[src/rtl/core/cartridge_bank_mapper_with_irq_unit_assert.svh]
// Assertion macros for the cartridge bank mapper.
// Used by modules that carry concurrent checks; needs clk and rst_n in scope.
`ifndef CARTRIDGE_BANK_MAPPER_WITH_IRQ_UNIT_ASSERT_SVH
`define CARTRIDGE_BANK_MAPPER_WITH_IRQ_UNIT_ASSERT_SVH

// same-cycle implication
`define CBM_ASSERT_NOW(lbl, ante, cons, msg) \
  lbl: assert property (@(posedge clk) disable iff (!rst_n) (ante) |-> (cons)) else $error(msg);

// next-cycle implication
`define CBM_ASSERT_NEXT(lbl, ante, cons, msg) \
  lbl: assert property (@(posedge clk) disable iff (!rst_n) (ante) |=> (cons)) else $error(msg);

`endif

[src/rtl/core/cbm_pkg.sv]
// Package for the cartridge bank mapper: widths, codes, command/status structs.
// No dependencies.
package cbm_pkg;
  localparam int FRAC_BITS = 8;
  localparam int CNT_W     = 16 + FRAC_BITS;
  localparam int PAGE_W    = 11;
  localparam int PRG_W     = 9;
  localparam int CHR_W     = 11;
  localparam int STEP_W    = 16;
  localparam int NRES      = 12;
  localparam int IDX_W     = 4;

  localparam logic [2:0] KIND_START = 3'd0;
  localparam logic [2:0] KIND_WRITE = 3'd1;
  localparam logic [2:0] KIND_EXPW  = 3'd2;
  localparam logic [2:0] KIND_EXPR  = 3'd3;
  localparam logic [2:0] KIND_TICK  = 3'd4;

  localparam logic [2:0] EV_NONE = 3'd0;
  localparam logic [2:0] EV_PRG  = 3'd1;
  localparam logic [2:0] EV_CHR  = 3'd2;
  localparam logic [2:0] EV_MIR  = 3'd3;
  localparam logic [2:0] EV_READ = 3'd4;
  localparam logic [2:0] EV_IRQ  = 3'd5;

  localparam logic [1:0] CFG_PRG_PAGES = 2'd0;
  localparam logic [1:0] CFG_CHR_PAGES = 2'd1;
  localparam logic [1:0] CFG_STEP      = 2'd2;

  localparam logic [1:0] MOD_NONE = 2'd0;
  localparam logic [1:0] MOD_PRG  = 2'd1;
  localparam logic [1:0] MOD_CHR  = 2'd2;

  localparam logic [15:0] A_BANK0  = 16'h8000;
  localparam logic [15:0] A_BANK1  = 16'hB000;
  localparam logic [15:0] A_BANK2  = 16'hB0FF;
  localparam logic [15:0] A_BANK3  = 16'hB1FF;
  localparam logic [15:0] A_MODE   = 16'h8100;
  localparam logic [15:0] A_IRQ_LO = 16'h8200;
  localparam logic [15:0] A_IRQ_HI = 16'h8201;
  localparam logic [15:0] A_PRG0   = 16'h8300;
  localparam logic [15:0] A_PRG2   = 16'h8302;
  localparam logic [15:0] A_CHR0   = 16'h8310;
  localparam logic [15:0] A_CHR7   = 16'h8317;
  localparam logic [15:0] A_PRG_X  = 16'h8318;
  localparam logic [15:0] A_EXP_LO = 16'h5101;
  localparam logic [15:0] A_EXP_HI = 16'h5103;
  localparam logic [15:0] A_EXP_M  = 16'h5100;

  typedef enum logic [4:0] {
    ST_IDLE   = 5'b00001,
    ST_DECODE = 5'b00010,
    ST_SCAN   = 5'b00100,
    ST_MOD    = 5'b01000,
    ST_OUT    = 5'b10000
  } state_t;

  typedef struct packed {
    logic latch;
    logic decode;
    logic next_idx;
    logic mod_start;
    logic load_out;
  } cmd_t;

  typedef struct packed {
    logic cur_valid;
    logic none_left;
    logic need_mod;
    logic mod_busy;
  } stat_t;

  function automatic logic [2:0] pair_slot(input logic [2:0] a);
    logic [2:0] s;
    unique case (a)
      3'd0:    s = 3'd0;
      3'd1:    s = 3'd2;
      3'd2, 3'd4, 3'd6: s = 3'd4;
      default: s = 3'd6;
    endcase
    return s;
  endfunction
endpackage

[src/rtl/core/cbm_mod.sv]
// Restoring remainder unit, one dividend bit per cycle.
// Depends on cbm_pkg.
module cbm_mod (
  input  logic                      clk,
  input  logic                      rst_n,
  input  logic                      start,
  input  logic [cbm_pkg::PAGE_W-1:0] dividend,
  input  logic [cbm_pkg::PAGE_W-1:0] divisor,
  output logic                      busy,
  output logic [cbm_pkg::PAGE_W-1:0] rem
);
  import cbm_pkg::*;
  localparam int CW = $clog2(PAGE_W + 1);

  logic              busy_r, busy_nxt;
  logic [CW-1:0]     cnt_r, cnt_nxt;
  logic [PAGE_W-1:0] dvd_r, dvd_nxt, div_r, div_nxt, rem_r, rem_nxt;
  logic [PAGE_W:0]   trial;

  always_comb begin
    busy_nxt = busy_r;
    cnt_nxt  = cnt_r;
    dvd_nxt  = dvd_r;
    div_nxt  = div_r;
    rem_nxt  = rem_r;
    trial    = {rem_r, dvd_r[PAGE_W-1]};
    if (start) begin
      busy_nxt = 1'b1;
      cnt_nxt  = CW'(PAGE_W);
      dvd_nxt  = dividend;
      div_nxt  = divisor;
      rem_nxt  = '0;
    end else if (busy_r) begin
      if (trial >= {1'b0, div_r}) rem_nxt = PAGE_W'(trial - {1'b0, div_r});
      else                        rem_nxt = PAGE_W'(trial);
      dvd_nxt  = dvd_r << 1;
      cnt_nxt  = cnt_r - CW'(1);
      busy_nxt = (cnt_r != CW'(1));
    end
  end

  always_ff @(posedge clk) begin
    if (!rst_n) begin
      busy_r <= 1'b0;
      cnt_r  <= '0;
    end else begin
      busy_r <= busy_nxt;
      cnt_r  <= cnt_nxt;
    end
    dvd_r <= dvd_nxt;
    div_r <= div_nxt;
    rem_r <= rem_nxt;
  end

  assign busy = busy_r;
  assign rem  = rem_r;
endmodule

[src/rtl/core/cbm_dp.sv]
// Mapper datapath: registers, result list generation, output register.
// Depends on cbm_pkg and cbm_mod.
module cbm_dp (
  input  logic                      clk,
  input  logic                      rst_n,
  input  cbm_pkg::cmd_t             cmd,
  output cbm_pkg::stat_t            st,
  input  logic [2:0]                in_kind,
  input  logic [15:0]               in_address,
  input  logic [7:0]                in_data,
  input  logic                      cfg_we,
  input  logic [1:0]                cfg_index,
  input  logic [15:0]               cfg_wdata,
  output logic [2:0]                o_event,
  output logic [2:0]                o_slot,
  output logic [cbm_pkg::PAGE_W-1:0] o_page,
  output logic [7:0]                o_value,
  output logic                      o_last
);
  import cbm_pkg::*;

  logic [PRG_W-1:0]  prg_pages_r;
  logic [CHR_W-1:0]  chr_pages_r;
  logic [STEP_W-1:0] step_r;
  logic [2:0]  kind_r;
  logic [15:0] a_r;
  logic [7:0]  d_r;
  logic [7:0]  bank_r, bank_nxt, mode_r, mode_nxt, exp_r, exp_nxt;
  logic [9:0]  chr_base_r, chr_base_nxt;
  logic [CNT_W-1:0] cnt_r, cnt_nxt;
  logic        en_r, en_nxt;
  logic [NRES-1:0]  mask_r, mask_c;
  logic [IDX_W-1:0] idx_r;
  logic [15:0] integ;
  logic        pnz, cnz, hit_irq;
  logic        is_bank, is_pair, is_single;
  logic [9:0]  x;
  logic [7:0]  e, y;
  logic [PRG_W-1:0] pm1, pm2;
  logic [2:0]  g_ev, g_slot;
  logic [PAGE_W-1:0] g_page;
  logic [7:0]  g_val;
  logic [1:0]  g_mod;
  logic        mod_busy;
  logic [PAGE_W-1:0] mod_rem;
  logic [PAGE_W-1:0] mod_div;

  assign pnz     = (prg_pages_r != '0);
  assign cnz     = (chr_pages_r != '0);
  assign integ   = 16'(cnt_r >> FRAC_BITS);
  assign hit_irq = en_r && (cnt_r <= CNT_W'(step_r));
  assign is_bank = (a_r == A_BANK0) || (a_r == A_BANK1) || (a_r == A_BANK2)
                || (a_r == A_BANK3);
  assign is_single = (mode_r[5:4] == 2'b11);
  assign is_pair   = (mode_r[5:4] == 2'b01) || (mode_r[5:4] == 2'b10);
  assign x   = chr_base_r ^ {2'b00, d_r};
  assign e   = {2'b00, d_r[5:4], 4'hF};
  assign y   = {2'b00, bank_r[5:4], 4'h0} | d_r;
  assign pm1 = (prg_pages_r >= PRG_W'(1)) ? prg_pages_r - PRG_W'(1) : '0;
  assign pm2 = (prg_pages_r >= PRG_W'(2)) ? prg_pages_r - PRG_W'(2) : '0;

  // state updates and result mask
  always_comb begin
    bank_nxt     = bank_r;
    mode_nxt     = mode_r;
    exp_nxt      = exp_r;
    chr_base_nxt = chr_base_r;
    cnt_nxt      = cnt_r;
    en_nxt       = en_r;
    mask_c       = '0;
    unique case (kind_r)
      KIND_START: begin
        bank_nxt     = '0;
        exp_nxt      = '0;
        chr_base_nxt = '0;
        cnt_nxt      = '0;
        en_nxt       = 1'b0;
        mode_nxt     = (prg_pages_r >= PRG_W'(32)) ? 8'h30 : 8'h00;
        mask_c       = {{8{cnz}}, {4{pnz}}};
      end
      KIND_WRITE: begin
        if (is_bank) begin
          bank_nxt     = d_r;
          chr_base_nxt = {d_r[5:4], 8'h00};
          mask_c[3:0]  = {4{pnz}};
        end else if (a_r == A_MODE) begin
          if (chr_pages_r <= CHR_W'(256)) mode_nxt = d_r;
          mask_c[0] = 1'b1;
        end else if (a_r == A_IRQ_LO) begin
          cnt_nxt = CNT_W'({integ[15:8], d_r}) << FRAC_BITS;
        end else if (a_r == A_IRQ_HI) begin
          cnt_nxt = CNT_W'({d_r, integ[7:0]}) << FRAC_BITS;
          en_nxt  = (d_r != 8'h00);
        end else if (a_r >= A_PRG0 && a_r <= A_PRG2) begin
          mask_c[0] = pnz;
        end else if (a_r >= A_CHR0 && a_r <= A_CHR7) begin
          if (is_single)    mask_c[0]   = cnz;
          else if (is_pair) mask_c[1:0] = {2{cnz}};
        end else if (a_r == A_PRG_X) begin
          mask_c[1:0] = {2{pnz}};
        end
      end
      KIND_EXPW: begin
        if (a_r >= A_EXP_LO && a_r <= A_EXP_HI) exp_nxt = d_r;
      end
      KIND_EXPR: mask_c[0] = 1'b1;
      KIND_TICK: begin
        if (hit_irq) begin
          en_nxt    = 1'b0;
          mask_c[0] = 1'b1;
        end else if (en_r) begin
          cnt_nxt = cnt_r - CNT_W'(step_r);
        end
      end
      default: ;
    endcase
  end

  // result entry at idx_r
  always_comb begin
    g_ev   = EV_NONE;
    g_slot = '0;
    g_page = '0;
    g_val  = '0;
    g_mod  = MOD_NONE;
    unique case (kind_r)
      KIND_START: begin
        if (idx_r < IDX_W'(4)) begin
          g_ev   = EV_PRG;
          g_mod  = MOD_PRG;
          g_slot = 3'(idx_r);
          unique case (idx_r[1:0])
            2'd0: g_page = '0;
            2'd1: g_page = PAGE_W'(1);
            2'd2: g_page = (prg_pages_r >= PRG_W'(32)) ? PAGE_W'(30) : PAGE_W'(pm2);
            default: g_page = (prg_pages_r >= PRG_W'(32)) ? PAGE_W'(31) : PAGE_W'(pm1);
          endcase
        end else begin
          g_ev   = EV_CHR;
          g_mod  = MOD_CHR;
          g_slot = 3'(idx_r - IDX_W'(4));
          g_page = PAGE_W'(idx_r - IDX_W'(4));
        end
      end
      KIND_WRITE: begin
        if (is_bank) begin
          g_ev   = EV_PRG;
          g_mod  = MOD_PRG;
          g_slot = 3'(idx_r);
          g_page = idx_r[1] ? PAGE_W'({e, idx_r[0]}) : PAGE_W'({d_r, idx_r[0]});
        end else if (a_r == A_MODE) begin
          g_ev  = EV_MIR;
          g_val = {6'h00, d_r[1:0]};
        end else if (a_r >= A_CHR0 && a_r <= A_CHR7) begin
          g_ev  = EV_CHR;
          g_mod = MOD_CHR;
          if (is_single) begin
            g_slot = a_r[2:0];
            g_page = PAGE_W'(x);
          end else begin
            g_slot = pair_slot(a_r[2:0]) | {2'b00, idx_r[0]};
            g_page = {x, idx_r[0]};
          end
        end else if (a_r == A_PRG_X) begin
          g_ev   = EV_PRG;
          g_mod  = MOD_PRG;
          g_slot = {2'b00, idx_r[0]};
          g_page = PAGE_W'({y, idx_r[0]});
        end else begin
          g_ev   = EV_PRG;
          g_mod  = MOD_PRG;
          g_slot = {1'b0, a_r[1:0]};
          g_page = PAGE_W'(d_r);
        end
      end
      KIND_EXPR: begin
        g_ev  = EV_READ;
        g_val = ((a_r & A_EXP_M) == A_EXP_M) ? exp_r : a_r[15:8];
      end
      default: g_ev = EV_IRQ;
    endcase
  end

  assign mod_div = (g_mod == MOD_CHR) ? chr_pages_r : PAGE_W'(prg_pages_r);

  cbm_mod u_mod (
    .clk      (clk),
    .rst_n    (rst_n),
    .start    (cmd.mod_start),
    .dividend (g_page),
    .divisor  (mod_div),
    .busy     (mod_busy),
    .rem      (mod_rem)
  );

  always_ff @(posedge clk) begin
    if (!rst_n) begin
      prg_pages_r <= PRG_W'(16);
      chr_pages_r <= CHR_W'(256);
      step_r      <= STEP_W'(29104);
      bank_r      <= '0;
      mode_r      <= '0;
      exp_r       <= '0;
      chr_base_r  <= '0;
      cnt_r       <= '0;
      en_r        <= 1'b0;
      mask_r      <= '0;
      idx_r       <= '0;
    end else begin
      if (cfg_we) begin
        unique case (cfg_index)
          CFG_PRG_PAGES: prg_pages_r <= cfg_wdata[PRG_W-1:0];
          CFG_CHR_PAGES: chr_pages_r <= cfg_wdata[CHR_W-1:0];
          CFG_STEP:      step_r      <= cfg_wdata;
          default: ;
        endcase
      end
      if (cmd.decode) begin
        bank_r     <= bank_nxt;
        mode_r     <= mode_nxt;
        exp_r      <= exp_nxt;
        chr_base_r <= chr_base_nxt;
        cnt_r      <= cnt_nxt;
        en_r       <= en_nxt;
        mask_r     <= mask_c;
        idx_r      <= '0;
      end else if (cmd.next_idx) begin
        mask_r <= mask_r >> 1;
        idx_r  <= idx_r + IDX_W'(1);
      end
    end
    if (cmd.latch) begin
      kind_r <= in_kind;
      a_r    <= in_address;
      d_r    <= in_data;
    end
    if (cmd.load_out) begin
      o_event <= g_ev;
      o_slot  <= g_slot;
      o_page  <= (g_mod == MOD_NONE) ? '0 : mod_rem;
      o_value <= g_val;
      o_last  <= (mask_r[NRES-1:1] == '0);
    end
  end

  assign st.cur_valid = mask_r[0];
  assign st.none_left = (mask_r == '0);
  assign st.need_mod  = (g_mod != MOD_NONE);
  assign st.mod_busy  = mod_busy;
endmodule

[src/rtl/core/cbm_ctrl.sv]
// Mapper controller: accepts an item, walks its result list, hands results out.
// Depends on cbm_pkg and the assertion macro header.
`include "cartridge_bank_mapper_with_irq_unit_assert.svh"
module cbm_ctrl (
  input  logic           clk,
  input  logic           rst_n,
  input  logic           in_tvalid,
  output logic           in_tready,
  output logic           out_tvalid,
  input  logic           out_tready,
  input  logic           out_last,
  input  cbm_pkg::stat_t st,
  output cbm_pkg::cmd_t  cmd
);
  import cbm_pkg::*;

  state_t state_r, state_nxt;

  always_comb begin
    state_nxt = state_r;
    cmd       = '0;
    unique case (state_r)
      ST_IDLE: begin
        if (in_tvalid) begin
          cmd.latch = 1'b1;
          state_nxt = ST_DECODE;
        end
      end
      ST_DECODE: begin
        cmd.decode = 1'b1;
        state_nxt  = ST_SCAN;
      end
      ST_SCAN: begin
        priority if (st.none_left) begin
          state_nxt = ST_IDLE;
        end else if (!st.cur_valid) begin
          cmd.next_idx = 1'b1;
        end else if (st.need_mod) begin
          cmd.mod_start = 1'b1;
          state_nxt     = ST_MOD;
        end else begin
          cmd.load_out = 1'b1;
          state_nxt    = ST_OUT;
        end
      end
      ST_MOD: begin
        if (!st.mod_busy) begin
          cmd.load_out = 1'b1;
          state_nxt    = ST_OUT;
        end
      end
      ST_OUT: begin
        if (out_tready) begin
          cmd.next_idx = 1'b1;
          state_nxt    = ST_SCAN;
        end
      end
      default: state_nxt = ST_IDLE;
    endcase
  end

  always_ff @(posedge clk) begin
    if (!rst_n) state_r <= ST_IDLE;
    else        state_r <= state_nxt;
  end

  assign in_tready  = (state_r == ST_IDLE);
  assign out_tvalid = (state_r == ST_OUT);

  `CBM_ASSERT_NOW(a_no_overlap, in_tready, !out_tvalid, "input taken while result pending")
  `CBM_ASSERT_NEXT(a_mod_runs, cmd.mod_start, st.mod_busy, "remainder unit did not start")
  `CBM_ASSERT_NEXT(a_last_ends, out_tvalid && out_tready && out_last, !out_tvalid,
    "result after last")
endmodule

[src/rtl/core/cartridge_bank_mapper_with_irq_unit.sv]
// Cartridge bank mapper with scanline IRQ counter, top level.
// Flow: an accepted item passes ST_DECODE and ST_SCAN; a bank result then runs through
// the 11-step remainder unit (ST_MOD) before ST_OUT, other results go to ST_OUT directly.
// Items: one item at a time; a new item is accepted only after the last result
// of the current item has been handed out.
// Reset (rst_n, synchronous): registers to defaults, mapper state cleared, ready at once.
module cartridge_bank_mapper_with_irq_unit (
  input  logic        clk,
  input  logic        rst_n,
  input  logic        in_tvalid,
  output logic        in_tready,
  input  logic [23:0] in_tdata,   // address[15:0], data[23:16]
  input  logic [2:0]  in_tuser,   // kind[2:0]
  output logic        out_tvalid,
  input  logic        out_tready,
  output logic [23:0] out_tdata,  // slot[2:0], page[13:3], value[21:14], zero[23:22]
  output logic [2:0]  out_tuser,  // event_res[2:0]
  output logic        out_tlast,
  input  logic        cfg_we,
  input  logic [1:0]  cfg_index,
  input  logic [15:0] cfg_wdata
);
  import cbm_pkg::*;

  cmd_t  cmd;
  stat_t st;
  logic [2:0]        o_slot;
  logic [PAGE_W-1:0] o_page;
  logic [7:0]        o_value;

  cbm_ctrl u_ctrl (
    .clk        (clk),
    .rst_n      (rst_n),
    .in_tvalid  (in_tvalid),
    .in_tready  (in_tready),
    .out_tvalid (out_tvalid),
    .out_tready (out_tready),
    .out_last   (out_tlast),
    .st         (st),
    .cmd        (cmd)
  );

  cbm_dp u_dp (
    .clk        (clk),
    .rst_n      (rst_n),
    .cmd        (cmd),
    .st         (st),
    .in_kind    (in_tuser),
    .in_address (in_tdata[15:0]),
    .in_data    (in_tdata[23:16]),
    .cfg_we     (cfg_we),
    .cfg_index  (cfg_index),
    .cfg_wdata  (cfg_wdata),
    .o_event    (out_tuser),
    .o_slot     (o_slot),
    .o_page     (o_page),
    .o_value    (o_value),
    .o_last     (out_tlast)
  );

  assign out_tdata = {2'b00, o_value, o_page, o_slot};
endmodule

[config.mk]
export PLATFORM = sky130hd
export DESIGN_NAME = cartridge_bank_mapper_with_irq_unit
export DESIGN_NICKNAME = d
export VERILOG_FILES = /design/src/rtl/core/cbm_pkg.sv /design/src/rtl/core/cbm_mod.sv /design/src/rtl/core/cbm_dp.sv /design/src/rtl/core/cbm_ctrl.sv /design/src/rtl/core/cartridge_bank_mapper_with_irq_unit.sv
export VERILOG_INCLUDE_DIRS = /design/src /design/src/rtl/core
export SDC_FILE = /design/constraint.sdc
export NUM_CORES = 1
export LEC_CHECK = 0
export BUFFER_PORTS_ARGS = -buffer_cell sky130_fd_sc_hd__buf_2
export CAP_MARGIN = 20
export CORE_UTILIZATION = 35
export DETAILED_ROUTE_END_ITERATION = 12
export GPL_ROUTABILITY_DRIVEN = 0
export PLACE_DENSITY_LB_ADDON = 0.2
export SLEW_MARGIN = 20
export SYNTH_ARGS = -nofsm -noshare
export SYNTH_HDL_FRONTEND = slang
export SYNTH_HIERARCHICAL = 1
export SYNTH_SLANG_ARGS = --single-unit
[constraint.sdc]
create_clock -name clk -period 5.3 [get_ports clk]
set_clock_uncertainty 0.1 [all_clocks]
set_input_delay 0.265 -clock clk [delete_from_list [all_inputs] [get_ports clk]]
set_output_delay 0.265 -clock clk [all_outputs]
set_load 0.01 [all_outputs]
==> metrics.yaml <==
status: "complete, no violations"
cp.arrival_ns: 3.60
min_to: "u_dp/chr_pages_r[7]"
area_growth_pct: 15.6
rsz0062_at_grt: "false"
power_mw: 3.64
p_comb_frac: 0.164
wl_per_cell_um: 16.6
io_buffers: 77
via_per_inst: 5.32
highest_layer: "met4"
h-tree-depth: 4
intPower_mw: 2.56
antenna_found_initial: 0
io_pins: 80
p_switching_mw: 1.08
die_h_um: 175
grt_pass1_wl_mm: 44.3
ff2ff_setup_slack_ns: 1.71
diodes: 0
drtPass1Iterations: 5
holdCritStartpoint: "cfg_wdata[7]"
p_seq_frac: 0.470
synth_enable_flop_cells: 75
wl_met1_mm: 13.3
worstSetupPathType: "reg2reg"
cts_tree: "yes"
setup_slack_ns: 1.71
clk_path_buf_depth: 2
synth-seq-cells: 185
layout-drive-gt1-share: 0.138
cts_root_buf: "clkbuf_16"
setup_viol: 0
num_rows: 62
power_density_nw_per_um2: 303
startpoint_type: "flip-flop"
clockPowerShare: 0.366
clk_pin_slew_ns: 0.08
initial_utilization: 0.359
globalRouteOverflowTotal: 0
pre_cts_ws_ns: 1.70
postLayoutCoreUtil: 0.415
instances_no_fill: 1645
grt_start_max_net_pins: 53
holdPathStages: 3
r2r_cells: 7
die_area_um2: 30500
rr_endpoint: "u_dp/u_mod/dvd_r[10]"
route.met2.wl_mm: 12.5
core_um2: 29000
synthArstFlopShare: 0
crit_start: "u_dp/kind_r[1]"
hpwl_mm: 19.6
synth_cells: 1173
timing.rr.start: "u_dp/kind_r[1]"
hold_path_class: "in2reg"
drtAntennaViolNets: 0
drc_errors: 0
numCtsBuffers: 17
met3_length_mm: 1.04
place_inst: 1576
ir_drop_v: 0.000175
fmax_mhz: 278
drv_slew: 0
nets: 1341
relSlewSlack: 0.311
worst_pin_slew_ns: 1.03
min_period_ns: 3.59
ys_seq_area_frac: 0.428
track_usage: 0.182
critPathCaptureType: "flip-flop"
wl_mm: 27.4
p_sw_frac: 0.297
synth-main-ff-cell: "dfxtp_1"
synth.cell_area_um2: 10400
dieWidth_um: 175
yosys.cell_types.count: 86
first_global_vias: 8311
clock_latency_ns: 0.43
num-fill-cells: 2948
post-cts-setup-buffer-count: 0
avgSynthCellArea_um2: 8.88
drt_iter0_markers: 843
dr_total_vias: 8755
synth_warnings: 6
drv_cap: 0
critPathMaxFanout: 29
leakage_nw: 4.54
hold_viol: 0
finalCritPeriodShare: 0.678
cts_sinks: 185
fin_tns_setup_ns: 0
crit_required_ns: 5.31
-- power groups by stage --
stage	registers [mW]	logic (mW)	clock network, mW
after global routing	1.73	0.670	1.42
after detailed placement	1.74	0.574	0
after floorplan	1.66	0.469	0
final	1.71	0.599	1.33
after CTS	1.71	0.599	1.37
after global placement	1.74	0.571	0
-- flip-flops by register name (all words and copies together), names as in the netlist, 8 cells and up --
signal and cells:
u_dp/cnt_r 24, u_dp/a_r 16, u_dp/step_r 16, u_dp/mask_r 12, u_dp/chr_pages_r 11, u_dp/o_page 11, u_dp/u_mod/div_r 11, u_dp/u_mod/dvd_r 11
u_dp/u_mod/rem 11, u_dp/prg_pages_r 9, u_dp/d_r 8, u_dp/exp_r 8, u_dp/o_value 8
-- kinds of logic after synthesis --
group,after synthesis,share of synthesized area
other cells,1,0.000360
fa+ha+maj,43,0.0531
simple gates,441,0.211
compound gates,297,0.184
xor+xnor,33,0.0278
flops,185,0.428
buf+inv,128,0.0501
mux,45,0.0460
-- metrics by stage --
stage                     area, µm²  hold WS, ns
after floorplan               10400        0.264
after global routing          12000       0.0188
final                         12000       0.0217
after CTS                     12000      0.00111
after detailed placement      11100        0.343
after global placement        11000        0.342
-- timing repair --
action	in CTS	in global routing
hold buffers	37	0
gates resized for setup	0	0
hold endpoints to repair	42	0
-- worst max-delay path, cell delays in order, from the launching register on --
cell and delay, ns:
edfxtp_1 0.58, nor2_1 0.29, nand2_1 0.46, o21ai_0 0.33, buf_4 0.22, nand3_1 0.10
inv_1 0.74, or2_2 0.43
-- cell usage after synthesis (22+ instances only) --
library cell  count  share of area
a21oi_1         100          0.048
clkbuf_1         45          0.016
dfxtp_1         110           0.21
edfxtp_1         75           0.22
ha_1             41          0.049
inv_1            62          0.022
mux2_2           22          0.024
mux2i_1          22          0.021
nand2_1         131          0.047
nand3_1          35          0.017
nor2_1          106          0.038
nor3_1           26          0.012
nor4_1           25          0.015
o21ai_0          59          0.028
xnor2_1          22          0.019
-- layout make-up --
type | instances | area, µm² | area share
sequential | 185 | 4450 | 0.370
tap | 384 | 480 | 0.0399
timing repair buffer | 120 | 801 | 0.0665
multi-input combinational | 861 | 5450 | 0.453
inverter | 63 | 236 | 0.0196
clock buffer | 18 | 439 | 0.0365
clock inverter | 14 | 179 | 0.0149
-- routing by layer --
layer	track usage	vias to the layer above
met1	0.251	4132
met4	0.0565	0
met5	0	-
met2	0.291	196
li1	-	4392
met3	0.0284	35
-- how the worst max path moves through the flow --
stage / end / cells past startpoint
after floorplan: u_dp/u_mod/dvd_r[6] / 11
after global placement: u_dp/u_mod/dvd_r[0] / 7
after detailed placement: u_dp/u_mod/dvd_r[5] / 7
after CTS: u_dp/u_mod/dvd_r[5] / 7
after global routing: u_dp/u_mod/dvd_r[5] / 7
final: u_dp/u_mod/dvd_r[10] / 7
-- cell usage in the layout (no fill, tap or decap), drive strengths merged, types with 10 or more instances in the layout --
cell type	synthesis	routed
xnor2	22	22
o211ai	12	12
dlygate4sd3	0	37
dfxtp	110	110
o31ai	10	10
o22ai	11	11
nor2b	13	13
a21o	11	11
a31oi	12	12
buf	20	83
a21oi	101	101
and3	10	10
ha	41	41
o21ai	63	63
nand3	35	35
edfxtp	75	75
nor2	106	106
or3	10	10
inv	63	70
mux2i	22	22
xor2	11	11
nand2	131	131
nor3	27	27
nor3b	10	10
mux2	23	23
nand2b	10	10
nor4	26	26
clkbuf	45	18
and2	21	21
No activity file was read; power rests on OpenSTA's default activity.
